`src/sha1_hs_pkg.sv`:
```
// ----------------------------------------------------------------------------
// sha1_hs_pkg
// Shared types, constants and round functions of the streaming SHA-1 hasher.
// ----------------------------------------------------------------------------
package sha1_hs_pkg;

   localparam int unsigned BlockWords  = 16;
   localparam int unsigned ChainWords  = 5;
   localparam int unsigned RoundCount  = 80;
   localparam int unsigned LenOffset   = 56;
   localparam int unsigned BufAddrW    = $clog2(BlockWords);
   localparam int unsigned ChainAddrW  = $clog2(ChainWords);

   typedef logic [31:0] word_type;
   typedef logic [6:0]  count_type;

   localparam logic [7:0] PadMark     = 8'h80;
   localparam logic [2:0] LastWordIdx = 3'(ChainWords - 1);

   // control from the sequencer to the compression datapath
   typedef struct packed {
      logic      load_word;   // shift a block word into the schedule window
      logic      shift_vars;  // shift a chaining word into the working variables
      logic      do_round;    // run one compression round
      count_type round_num;
   } core_ctl_type;

   function automatic word_type init_word(input logic [ChainAddrW-1:0] idx);
      word_type w;
      unique case (idx)
         3'd0:    w = 32'h67452301;
         3'd1:    w = 32'hEFCDAB89;
         3'd2:    w = 32'h98BADCFE;
         3'd3:    w = 32'h10325476;
         3'd4:    w = 32'hC3D2E1F0;
         default: w = 32'h0;
      endcase
      return w;
   endfunction

   function automatic word_type round_const(input count_type t);
      word_type k;
      priority if (t < 7'd20) k = 32'h5A827999;
      else if (t < 7'd40)     k = 32'h6ED9EBA1;
      else if (t < 7'd60)     k = 32'h8F1BBCDC;
      else                    k = 32'hCA62C1D6;
      return k;
   endfunction

   function automatic word_type round_mix(input count_type t, input word_type b,
                                          input word_type c, input word_type d);
      word_type f;
      priority if (t < 7'd20) f = (b & c) | (~b & d);
      else if (t < 7'd40)     f = b ^ c ^ d;
      else if (t < 7'd60)     f = (b & c) | (b & d) | (c & d);
      else                    f = b ^ c ^ d;
      return f;
   endfunction

endpackage

```
`src/sha1_hs_req_if.sv`:
```
// ----------------------------------------------------------------------------
// sha1_hs_req_if
// Message byte channel: valid/ready with one byte and its flags per beat.
// ----------------------------------------------------------------------------
interface sha1_hs_req_if;
   logic       valid;
   logic       ready;
   logic [7:0] data_byte;
   logic       has_byte;
   logic       end_of_message;

   modport source (output valid, data_byte, has_byte, end_of_message, input ready);
   modport sink   (input valid, data_byte, has_byte, end_of_message, output ready);
endinterface

```
`src/sha1_hs_rsp_if.sv`:
```
// ----------------------------------------------------------------------------
// sha1_hs_rsp_if
// Digest channel: valid/ready with one digest word per beat.
// ----------------------------------------------------------------------------
interface sha1_hs_rsp_if;
   logic        valid;
   logic        ready;
   logic [31:0] digest_word;
   logic [2:0]  word_index;
   logic        last_word;

   modport source (output valid, digest_word, word_index, last_word, input ready);
   modport sink   (input valid, digest_word, word_index, last_word, output ready);
endinterface

```
`src/sha1_hs_ram.sv`:
```
// ----------------------------------------------------------------------------
// sha1_hs_ram
// Generic simple dual-port RAM, one write and one registered read port.
// ----------------------------------------------------------------------------
module sha1_hs_ram #(
   parameter int unsigned WIDTH = 32,
   parameter int unsigned DEPTH = 16
) (
   input  logic                     clock,
   input  logic                     wr_en,
   input  logic [$clog2(DEPTH)-1:0] wr_addr,
   input  logic [WIDTH-1:0]         wr_data,
   input  logic [$clog2(DEPTH)-1:0] rd_addr,
   output logic [WIDTH-1:0]         rd_data
);
   logic [WIDTH-1:0] mem_ff [DEPTH];
   logic [WIDTH-1:0] rd_data_ff;

   always_ff @(posedge clock) begin
      if (wr_en) begin
         mem_ff[wr_addr] <= wr_data;
      end
      rd_data_ff <= mem_ff[rd_addr];
   end

   assign rd_data = rd_data_ff;
endmodule

```
`src/sha1_hs_core.sv`:
```
// ----------------------------------------------------------------------------
// sha1_hs_core
// Compression datapath: 16-word schedule window, working variables a..e,
// one round per cycle, and the chaining add used during write-back.
// ----------------------------------------------------------------------------
module sha1_hs_core (
   input  logic                     clock,
   input  sha1_hs_pkg::core_ctl_type ctl,
   input  sha1_hs_pkg::word_type     buf_word,
   input  sha1_hs_pkg::word_type     chain_word,
   output sha1_hs_pkg::word_type     fold_sum
);
   import sha1_hs_pkg::*;

   word_type sched_ff [BlockWords];
   word_type sched_in [BlockWords];
   word_type a_ff, b_ff, c_ff, d_ff, e_ff;
   word_type a_in, b_in, c_in, d_in, e_in;
   word_type sched_mix, sched_next, mix;

   // W[t+16] from taps t+13, t+8, t+2, t
   assign sched_mix  = sched_ff[13] ^ sched_ff[8] ^ sched_ff[2] ^ sched_ff[0];
   assign sched_next = {sched_mix[30:0], sched_mix[31]};

   assign mix = {a_ff[26:0], a_ff[31:27]}
              + round_mix(ctl.round_num, b_ff, c_ff, d_ff)
              + e_ff + round_const(ctl.round_num) + sched_ff[0];

   always_comb begin
      for (int i = 0; i < BlockWords; i++) begin
         sched_in[i] = sched_ff[i];
      end
      if (ctl.load_word || ctl.do_round) begin
         for (int i = 0; i < BlockWords - 1; i++) begin
            sched_in[i] = sched_ff[i+1];
         end
         sched_in[BlockWords-1] = ctl.load_word ? buf_word : sched_next;
      end

      a_in = a_ff; b_in = b_ff; c_in = c_ff; d_in = d_ff; e_in = e_ff;
      if (ctl.shift_vars) begin
         a_in = b_ff; b_in = c_ff; c_in = d_ff; d_in = e_ff; e_in = chain_word;
      end else if (ctl.do_round) begin
         a_in = mix;
         b_in = a_ff;
         c_in = {b_ff[1:0], b_ff[31:2]};
         d_in = c_ff;
         e_in = d_ff;
      end
   end

   always_ff @(posedge clock) begin
      sched_ff <= sched_in;
      a_ff <= a_in;
      b_ff <= b_in;
      c_ff <= c_in;
      d_ff <= d_in;
      e_ff <= e_in;
   end

   assign fold_sum = chain_word + a_ff;
endmodule

```
`src/sha1_hash_stream_unit.sv`:
```
// ----------------------------------------------------------------------------
// sha1_hash_stream_unit
// Streaming SHA-1 hasher: bytes in, five digest words out per message.
// ----------------------------------------------------------------------------
// Usage:
//  - req_chan carries one message byte per beat (has_byte qualifies it);
//    end_of_message closes the message after the byte of the same beat.
//  - rsp_chan returns h0..h4 as five beats, word_index 0..4, last_word on 4.
//  - While filling a block, req_chan stays ready and takes byte beats back to back.
//  - Each full 64-byte block goes through load, round and write-back steps,
//    set by the single round unit and the one read port of each memory.
//  - On end_of_message the pad bytes are pushed one per cycle between block
//    compressions (0x80, zeros, then the 8-byte length), giving one or two
//    more blocks. After the last write-back each digest word is read from
//    the chaining memory in StEmitRd, then registered from StEmitWait.
//  - A stalled rsp_chan holds its beat; a new word is fetched only once the
//    output register is free. The next message is accepted while the last
//    digest beat still waits.
//  - Reset returns the control to idle with the SHA-1 initial chaining
//    values selected; the memories need no clearing pass.
// ----------------------------------------------------------------------------
module sha1_hash_stream_unit (
   input logic          clock,
   input logic          reset,
   sha1_hs_req_if.sink   req_chan,
   sha1_hs_rsp_if.source rsp_chan
);
   import sha1_hs_pkg::*;

   typedef enum logic [6:0] {
      StIdle     = 7'b0000001,
      StPad      = 7'b0000010,
      StLoad     = 7'b0000100,
      StRound    = 7'b0001000,
      StFold     = 7'b0010000,
      StEmitRd   = 7'b0100000,
      StEmitWait = 7'b1000000
   } state_type;

   state_type state_ff, state_in;
   state_type ret_ff, ret_in;        // where to go after a compression
   count_type cnt_ff, cnt_in;        // load / round / fold / emit step
   logic [5:0]  fill_ff, fill_in;    // bytes in the current block
   logic [23:0] acc_ff, acc_in;      // partial big-endian word
   logic [63:0] bits_ff, bits_in;    // message length in bits
   logic fresh_ff, fresh_in;         // chaining memory not yet written this message
   logic mark_ff, mark_in;           // next pad byte is the 0x80 mark
   logic len_ff, len_in;             // length bytes being pushed
   logic [ChainAddrW-1:0] rd_idx_ff; // chaining word now on the read port

   // output register
   logic        rsp_valid_ff, rsp_valid_in;
   word_type    digest_ff, digest_in;
   logic [2:0]  widx_ff, widx_in;
   logic        last_ff, last_in;

   logic       req_fire, out_free, push_en, block_full, in_len, buf_wr_en;
   logic [7:0] push_byte, pad_byte, len_byte;
   word_type   buf_rdata, chain_rdata, chain_word, fold_sum;
   logic       chain_wr_en;
   core_ctl_type ctl;

   assign req_chan.ready = (state_ff == StIdle);
   assign req_fire       = req_chan.valid && req_chan.ready;
   assign out_free       = !rsp_valid_ff || rsp_chan.ready;

   // pad byte: mark, zeros until offset 56, then the length big-endian
   assign in_len   = !mark_ff && (len_ff || fill_ff == 6'(LenOffset));
   assign len_byte = 8'(bits_ff >> {~fill_ff[2:0], 3'b000});
   assign pad_byte = mark_ff ? PadMark : (in_len ? len_byte : 8'h00);

   assign push_en    = (state_ff == StPad) || (req_fire && req_chan.has_byte);
   assign push_byte  = (state_ff == StPad) ? pad_byte : req_chan.data_byte;
   assign block_full = push_en && (&fill_ff);
   assign buf_wr_en  = push_en && (&fill_ff[1:0]);

   // fresh message: chaining reads return the initial values
   assign chain_word  = fresh_ff ? init_word(rd_idx_ff) : chain_rdata;
   assign chain_wr_en = (state_ff == StFold) && (cnt_ff != 7'd0);

   always_comb begin
      ctl.load_word  = (state_ff == StLoad) && (cnt_ff != 7'd0);
      ctl.shift_vars = ((state_ff == StLoad) || (state_ff == StFold))
                       && (cnt_ff != 7'd0) && (cnt_ff <= 7'(ChainWords));
      ctl.do_round   = (state_ff == StRound);
      ctl.round_num  = cnt_ff;
   end

   always_comb begin
      state_in = state_ff;
      ret_in   = ret_ff;
      cnt_in   = cnt_ff;
      fill_in  = push_en ? fill_ff + 6'd1 : fill_ff;
      acc_in   = push_en ? {acc_ff[15:0], push_byte} : acc_ff;
      bits_in  = bits_ff;
      fresh_in = fresh_ff;
      mark_in  = mark_ff;
      len_in   = len_ff;

      rsp_valid_in = rsp_chan.ready ? 1'b0 : rsp_valid_ff;
      digest_in    = digest_ff;
      widx_in      = widx_ff;
      last_in      = last_ff;

      unique case (state_ff)
         StIdle: begin
            if (req_fire) begin
               if (req_chan.has_byte) begin
                  bits_in = bits_ff + 64'd8;
               end
               if (req_chan.end_of_message) begin
                  mark_in = 1'b1;
               end
               if (block_full) begin
                  state_in = StLoad;
                  ret_in   = req_chan.end_of_message ? StPad : StIdle;
                  cnt_in   = '0;
               end else if (req_chan.end_of_message) begin
                  state_in = StPad;
               end
            end
         end
         StPad: begin
            mark_in = 1'b0;
            if (in_len) begin
               len_in = 1'b1;
            end
            if (block_full) begin
               state_in = StLoad;
               ret_in   = in_len ? StEmitRd : StPad;
               cnt_in   = '0;
            end
         end
         StLoad: begin
            if (cnt_ff == 7'(BlockWords)) begin
               state_in = StRound;
               cnt_in   = '0;
            end else begin
               cnt_in = cnt_ff + 7'd1;
            end
         end
         StRound: begin
            if (cnt_ff == 7'(RoundCount - 1)) begin
               state_in = StFold;
               cnt_in   = '0;
            end else begin
               cnt_in = cnt_ff + 7'd1;
            end
         end
         StFold: begin
            if (cnt_ff == 7'(ChainWords)) begin
               state_in = ret_ff;
               fresh_in = 1'b0;
               cnt_in   = '0;
            end else begin
               cnt_in = cnt_ff + 7'd1;
            end
         end
         StEmitRd: begin
            if (out_free) begin
               state_in = StEmitWait;
            end
         end
         StEmitWait: begin
            rsp_valid_in = 1'b1;
            digest_in    = chain_rdata;
            widx_in      = cnt_ff[2:0];
            last_in      = (cnt_ff[2:0] == LastWordIdx);
            if (cnt_ff[2:0] == LastWordIdx) begin
               // next message starts from the initial values
               state_in = StIdle;
               cnt_in   = '0;
               fresh_in = 1'b1;
               bits_in  = '0;
               len_in   = 1'b0;
            end else begin
               state_in = StEmitRd;
               cnt_in   = cnt_ff + 7'd1;
            end
         end
         default: begin
            state_in = StIdle;
         end
      endcase
   end

   always_ff @(posedge clock) begin
      if (reset) begin
         state_ff     <= StIdle;
         ret_ff       <= StIdle;
         cnt_ff       <= '0;
         fill_ff      <= '0;
         bits_ff      <= '0;
         fresh_ff     <= 1'b1;
         mark_ff      <= 1'b0;
         len_ff       <= 1'b0;
         rsp_valid_ff <= 1'b0;
      end else begin
         state_ff     <= state_in;
         ret_ff       <= ret_in;
         cnt_ff       <= cnt_in;
         fill_ff      <= fill_in;
         bits_ff      <= bits_in;
         fresh_ff     <= fresh_in;
         mark_ff      <= mark_in;
         len_ff       <= len_in;
         rsp_valid_ff <= rsp_valid_in;
      end
      acc_ff    <= acc_in;
      rd_idx_ff <= cnt_ff[ChainAddrW-1:0];
      digest_ff <= digest_in;
      widx_ff   <= widx_in;
      last_ff   <= last_in;
   end

   // block buffer, one big-endian word per entry
   sha1_hs_ram #(
      .WIDTH(32),
      .DEPTH(BlockWords)
   ) u_buf_ram (
      .clock  (clock),
      .wr_en  (buf_wr_en),
      .wr_addr(fill_ff[5:2]),
      .wr_data({acc_ff, push_byte}),
      .rd_addr(cnt_ff[BufAddrW-1:0]),
      .rd_data(buf_rdata)
   );

   // chaining words h0..h4
   sha1_hs_ram #(
      .WIDTH(32),
      .DEPTH(ChainWords)
   ) u_chain_ram (
      .clock  (clock),
      .wr_en  (chain_wr_en),
      .wr_addr(rd_idx_ff),
      .wr_data(fold_sum),
      .rd_addr(cnt_ff[ChainAddrW-1:0]),
      .rd_data(chain_rdata)
   );

   sha1_hs_core u_core (
      .clock     (clock),
      .ctl       (ctl),
      .buf_word  (buf_rdata),
      .chain_word(chain_word),
      .fold_sum  (fold_sum)
   );

   assign rsp_chan.valid       = rsp_valid_ff;
   assign rsp_chan.digest_word = digest_ff;
   assign rsp_chan.word_index  = widx_ff;
   assign rsp_chan.last_word   = last_ff;

   // a filled block always goes to compression next
   a_full_loads: assert property (@(posedge clock) disable iff (reset)
      block_full |=> state_ff == StLoad)
      else $error("full block not compressed");

   // a digest word is only captured into a free output register
   a_out_free: assert property (@(posedge clock) disable iff (reset)
      state_ff == StEmitWait |-> $past(out_free))
      else $error("digest beat overwritten");

   // write-back completes before any digest read
   a_fold_done: assert property (@(posedge clock) disable iff (reset)
      state_ff == StEmitRd |-> !fresh_ff)
      else $error("digest read from initial values");

   // last flag only on the final word
   a_last_idx: assert property (@(posedge clock) disable iff (reset)
      rsp_valid_ff |-> (last_ff == (widx_ff == LastWordIdx)))
      else $error("last_word misplaced");

   // length bytes end exactly at the block boundary
   a_len_end: assert property (@(posedge clock) disable iff (reset)
      state_ff == StPad && len_ff |-> fill_ff[5:3] == 3'b111)
      else $error("length bytes misaligned");
endmodule
```
`src/flat_wrapper.sv`:
```
// flat-port wrapper written by rule: the top's interface ports become plain ports
module sha1_hash_stream_unit_flat import sha1_hs_pkg::*;
  (clock, reset, req_chan_valid, req_chan_data_byte, req_chan_has_byte, req_chan_end_of_message, req_chan_ready, rsp_chan_valid, rsp_chan_digest_word, rsp_chan_word_index, rsp_chan_last_word, rsp_chan_ready);
  sha1_hs_req_if req_chan_i ();
  sha1_hs_rsp_if rsp_chan_i ();
  input logic clock;
  input logic reset;
  input wire logic [$bits(req_chan_i.valid)-1:0] req_chan_valid;
  input wire logic [$bits(req_chan_i.data_byte)-1:0] req_chan_data_byte;
  input wire logic [$bits(req_chan_i.has_byte)-1:0] req_chan_has_byte;
  input wire logic [$bits(req_chan_i.end_of_message)-1:0] req_chan_end_of_message;
  output wire logic [$bits(req_chan_i.ready)-1:0] req_chan_ready;
  output wire logic [$bits(rsp_chan_i.valid)-1:0] rsp_chan_valid;
  output wire logic [$bits(rsp_chan_i.digest_word)-1:0] rsp_chan_digest_word;
  output wire logic [$bits(rsp_chan_i.word_index)-1:0] rsp_chan_word_index;
  output wire logic [$bits(rsp_chan_i.last_word)-1:0] rsp_chan_last_word;
  input wire logic [$bits(rsp_chan_i.ready)-1:0] rsp_chan_ready;
  assign req_chan_i.valid = req_chan_valid;
  assign req_chan_i.data_byte = req_chan_data_byte;
  assign req_chan_i.has_byte = req_chan_has_byte;
  assign req_chan_i.end_of_message = req_chan_end_of_message;
  assign req_chan_ready = req_chan_i.ready;
  assign rsp_chan_valid = rsp_chan_i.valid;
  assign rsp_chan_digest_word = rsp_chan_i.digest_word;
  assign rsp_chan_word_index = rsp_chan_i.word_index;
  assign rsp_chan_last_word = rsp_chan_i.last_word;
  assign rsp_chan_i.ready = rsp_chan_ready;
  sha1_hash_stream_unit u_core (.clock(clock), .reset(reset), .req_chan(req_chan_i), .rsp_chan(rsp_chan_i));
endmodule
```
`config.mk`:
```
export PLATFORM = sky130hd
export DESIGN_NAME = sha1_hash_stream_unit_flat
export DESIGN_NICKNAME = d
export VERILOG_FILES = /design/src/sha1_hs_pkg.sv /design/src/sha1_hs_req_if.sv /design/src/sha1_hs_rsp_if.sv /design/src/sha1_hs_ram.sv /design/src/sha1_hs_core.sv /design/src/sha1_hash_stream_unit.sv /design/src/flat_wrapper.sv
export SDC_FILE = /design/constraint.sdc
export NUM_CORES = 2
export LEC_CHECK = 0
export ABC_AREA = 1
export BUFFER_PORTS_ARGS = -buffer_cell sky130_fd_sc_hd__buf_4
export CAP_MARGIN = 20
export CORE_UTILIZATION = 65
export CTS_BUF_LIST = sky130_fd_sc_hd__clkbuf_4
export CTS_CLUSTER_DIAMETER = 80
export DETAILED_ROUTE_END_ITERATION = 7
export PLACE_DENSITY_LB_ADDON = 0.12
export SLEW_MARGIN = 30
export SYNTH_ARGS = -nofsm -noshare
export SYNTH_HDL_FRONTEND = slang
export SYNTH_HIERARCHICAL = 1
export SYNTH_SLANG_ARGS = --single-unit
```
`constraint.sdc`:
```
create_clock -name clock -period 14.2 [get_ports clock]
set_input_delay 1.42 -clock clock [delete_from_list [all_inputs] [get_ports clock]]
set_output_delay 1.42 -clock clock [all_outputs]
set_load 0.05 [all_outputs]
```
==> summary.md <==
| Metric | Value |
|---|---|
| Total track usage | `30.54%` |
| Post-synth EDFFs | `1,404` |
| Initial DRT Pass Iterations | `8` |
| Synthesized area | `69,550 um2` |
| H-tree depth | `5` |
| Synth Net Count | `6,638` |
| Rows | `119` |
| CTS root buf | `clkbuf_4` |
| Crit path time final | `5.385 ns` |
| Setup crit start | `u_core/cnt_ff[2]` |
| Placed insts | `7,718` |
| Cell variety after synth | `61` |
| Critical path type | `reg2reg` |
| DR iter-0 viols | `4,605` |
| Fillcell total | `7,566` |
| Post-synth top area share | `60.62%` |
| Clock group share of total power | `31.4%` |
| P_int | `8.103 mW` |
| Worst hold path class | `reg2reg` |
| Final worst path period share | `37.92%` |
| Slew @ Worst Pin | `1.136 ns` |
| Share of async-settable or async-resettable flops after synthesis | `0%` |
| Slew Limit Fails | `0` |
| Top FF cell, synth | `edfxtp_1` |
| Sequential share of the synthesized area | `65.08%` |
| Critical Path RT | `15.10 ns` |
| # IOs | `52` |
| Vias/cell | `5.502` |
| Postcts setup bufs | `0` |
| CTS resizes | `0` |
| Layout cells sized above 1 | `12.16%` |
| NetSw | `3.597 mW` |
| GP Congestion | `0.9300` |
| Most common cell in the netlist | `nand2_1` |
| Leak pwr | `30.81 nW` |
| CP max-delay cell | `fa_1` |
| Final Power | `11.70 mW` |
| Synth Instances | `6,428` |
| First-pass GRT wire length | `250,300 um` |
| Status | `complete, but fails checks` |
| Starting Density | `65.79%` |
| Clock Sinks | `1,559` |
| TritonCTS clock tree | `done` |
| Sw Share | `30.74%` |
| Largest area contributor in the synthesized netlist | `edfxtp_1` |
| PwrDens | `153.8 nW/um2` |
| Post-CTS Hold Fix Bufs | `0` |
| Fin cells | `8,424` |
| Peak Freq | `185.7 MHz` |
| Layout area overhead | `9.356%` |
| Clock Latency Late Sink | `1.23 ns` |
| Max-Cap Viols | `0` |
| CP peak stage delay | `0.51 ns` |
| Detailed placement HPWL | `102,800 um` |
| Final WS setup | `8.815 ns` |
| Slew margin rel. | `24.24%` |
| Critical Path AT | `6.28 ns` |
| Crit. End Element | `register` |
| Startpoint types | `register` |
| Clock transition at path regs | `0.07 ns` |
| Die Y | `329.1 um` |
| Final WL | `164,000 um` |
| I/O Buffers | `51` |
| RSZ-0062 raised after global routing | `no` |
| Pre-CTS WS | `8.924 ns` |
| Synth warn | `6` |
| DRC | `9` |
| Critical path's most frequent cell | `nand2_1` |
| Core box area | `105,700 um2` |
| Vias in the first global route | `44,560` |
| Syn avg cell area | `10.82 um2` |
| Final setup viols | `0` |
| Final hold vios | `0` |
| Layout Nets | `6,939` |
| Ranking of synthesized cells by area | `edfxtp_1 (61%), nand2_1 (9.4%), inv_1 (5.3%)` |
| Total grt overflow | `0` |
| Largest net degree at the start of global routing | `211` |
| Die area | `108,300 um2` |
| Gate power share | `20.2%` |
| Crit path max fanout | `36` |
| R2r startpoint | `u_core/cnt_ff[2]` |
| Sequential Power Share | `48.5%` |
| Buffer levels on the longest clock path | `4` |
| Antenna viol nets, final | `0` |
| Vias post-DR | `46,350` |
| Hold_sp | `u_core/u_core/sched_ff[313]` |
| Post-synth top cells | `nand2_1 (1,743), edfxtp_1 (1,404), inv_1 (980)` |
| Synth Register Bits | `1,559` |
| Peak supply drop | `0.1290 mV` |
| Violated checks | `DRC` |
| Setup TNS | `0 ns` |
| Final setup skew | `0.08233 ns` |
| Die width | `329.1 um` |
| Initial antenna violation count | `7` |
| Crit path cell chain | `nand2_1 > nor2_2 > nor2_4 > nand2_8 > nand2_4 > inv_2 > a221oi_1 > fa_1 > fa_1 > inv_1 > ha_1 > inv_1 > fa_1 > o21bai_1 > nand2_1 > nand3_2 > nand2_1 > nand2_1 > nand2_1 > nand3_1 > o21ai_1` |
| Wire length per cell | `19.47 um` |
| CTS buffer count | `399` |
[critical path: cells and delay by family, from the launching register on]
kind	cells	cell delay (ns)
adders and majority gates	4	1.58
AOI/OAI and AO/OA	3	0.81
and+or+nand+nor	11	1.69
DFF	1	0.50
buffers and inverters	3	0.44
[worst paths after layout]
kind / end / slack (ns) / cells past startpoint
worst min-delay path: u_core/u_core/sched_ff[345] / 0.36 / 0
worst min register to register: u_core/u_core/sched_ff[345] / 0.36 / 0
worst max-delay path: u_core/u_core/a_ff[21] / 8.81 / 21
worst max register to register: u_core/u_core/a_ff[21] / 8.81 / 21
[stage by stage]
stage                     util (%)  instance area, um2  hold WS (ns)
after floorplan                  -               69550        0.4003
after global placement       67.24               71080        0.4003
after detailed placement     67.26               71110        0.4045
after CTS                    71.90               76010        0.3550
after global routing         71.94               76050        0.3409
final                        71.95               76060        0.3607
[power by group through the flow]
stage | Combinational, mW | Sequential [mW] | Clock [mW]
detailed placement | 2.33 | 5.77 | 0
finish | 2.36 | 5.67 | 3.67
global placement | 2.29 | 5.76 | 0
global route | 2.65 | 5.70 | 3.99
CTS | 2.34 | 5.67 | 3.76
floorplan | 1.78 | 5.67 | 0
[cells in the final DEF (no fill, tap or decap), types with 10 or more instances in the layout]
cell type	count
diode_2	10
o22ai_1	11
a21o_1	11
xnor2_1	104
nand3b_1	15
o21bai_1	14
nor2_4	29
o211ai_1	25
nand2_1	1743
clkbuf_4	585
o21ai_1	10
nor2_1	279
nand3_1	602
o21ai_0	256
buf_4	101
fa_1	121
ha_1	75
nor2_2	17
edfxtp_1	1404
nand2_2	29
clkinv_1	95
inv_1	975
nand4_1	30
xor2_1	18
nor3_1	40
a21oi_1	135
dfxtp_1	151
inv_2	19
[flip-flops by register name, indices dropped and copies added (netlist names), 3 cells and up]
name	flops
u_core/u_core/sched_ff	512
u_core/rsp_chan.word_index	3
u_core/rsp_chan.digest_word	32
u_core/acc_ff	24
u_core/u_core/a_ff	32
u_core/u_buf_ram/mem_ff	512
u_core/ret_ff	3
u_core/cnt_ff	7
u_core/u_buf_ram/rd_data	32
u_core/u_core/c_ff	32
u_core/u_core/e_ff	32
u_core/u_core/d_ff	32
u_core/u_core/b_ff	32
u_core/fill_ff	6
u_core/u_chain_ram/rd_data	32
u_core/u_chain_ram/mem_ff	160
u_core/rd_idx_ff	3
u_core/state_ff	7
u_core/bits_ff	61
[cell families (layout without fill, tap and decap cells)]
group	count (synthesis)	in the layout	share of synthesized area, %
XOR/XNOR	122	122	1.536
adder cells (fa/ha/maj)	196	196	4.832
other	0	10	0
AO/OA/AOI/OAI	507	507	4.030
flip-flops	1559	1559	65.08
buffers and inverters	1208	1803	7.178
AND/OR/NAND/NOR	2836	2836	17.35
[routing by layer]
metal / vias up / track usage [%] / share of wire [%]
met5: - / 0 / 0.025
met4: 6 / 13.90 / 3.7
met3: 368 / 5.113 / 7.2
met2: 1908 / 48.78 / 48
met1: 22030 / 41.51 / 41
li1: 22040 / - / -
[area by class of cell]
| class | count | area (um2) | share of cell area [%] |
|---|---|---|---|
| well taps | 1391 | 1740 | 2.288 |
| multi-input cells | 3661 | 19470 | 25.60 |
| clock inverters | 110 | 510.5 | 0.6712 |
| clock buffers | 585 | 4392 | 5.774 |
| inverters | 1002 | 3780 | 4.970 |
| diodes | 10 | 25.02 | 0.03290 |
| repair buffers | 106 | 865.8 | 1.138 |
| flip-flops and latches | 1559 | 45280 | 59.53 |
No activity file was read; power rests on OpenSTA's default activity.
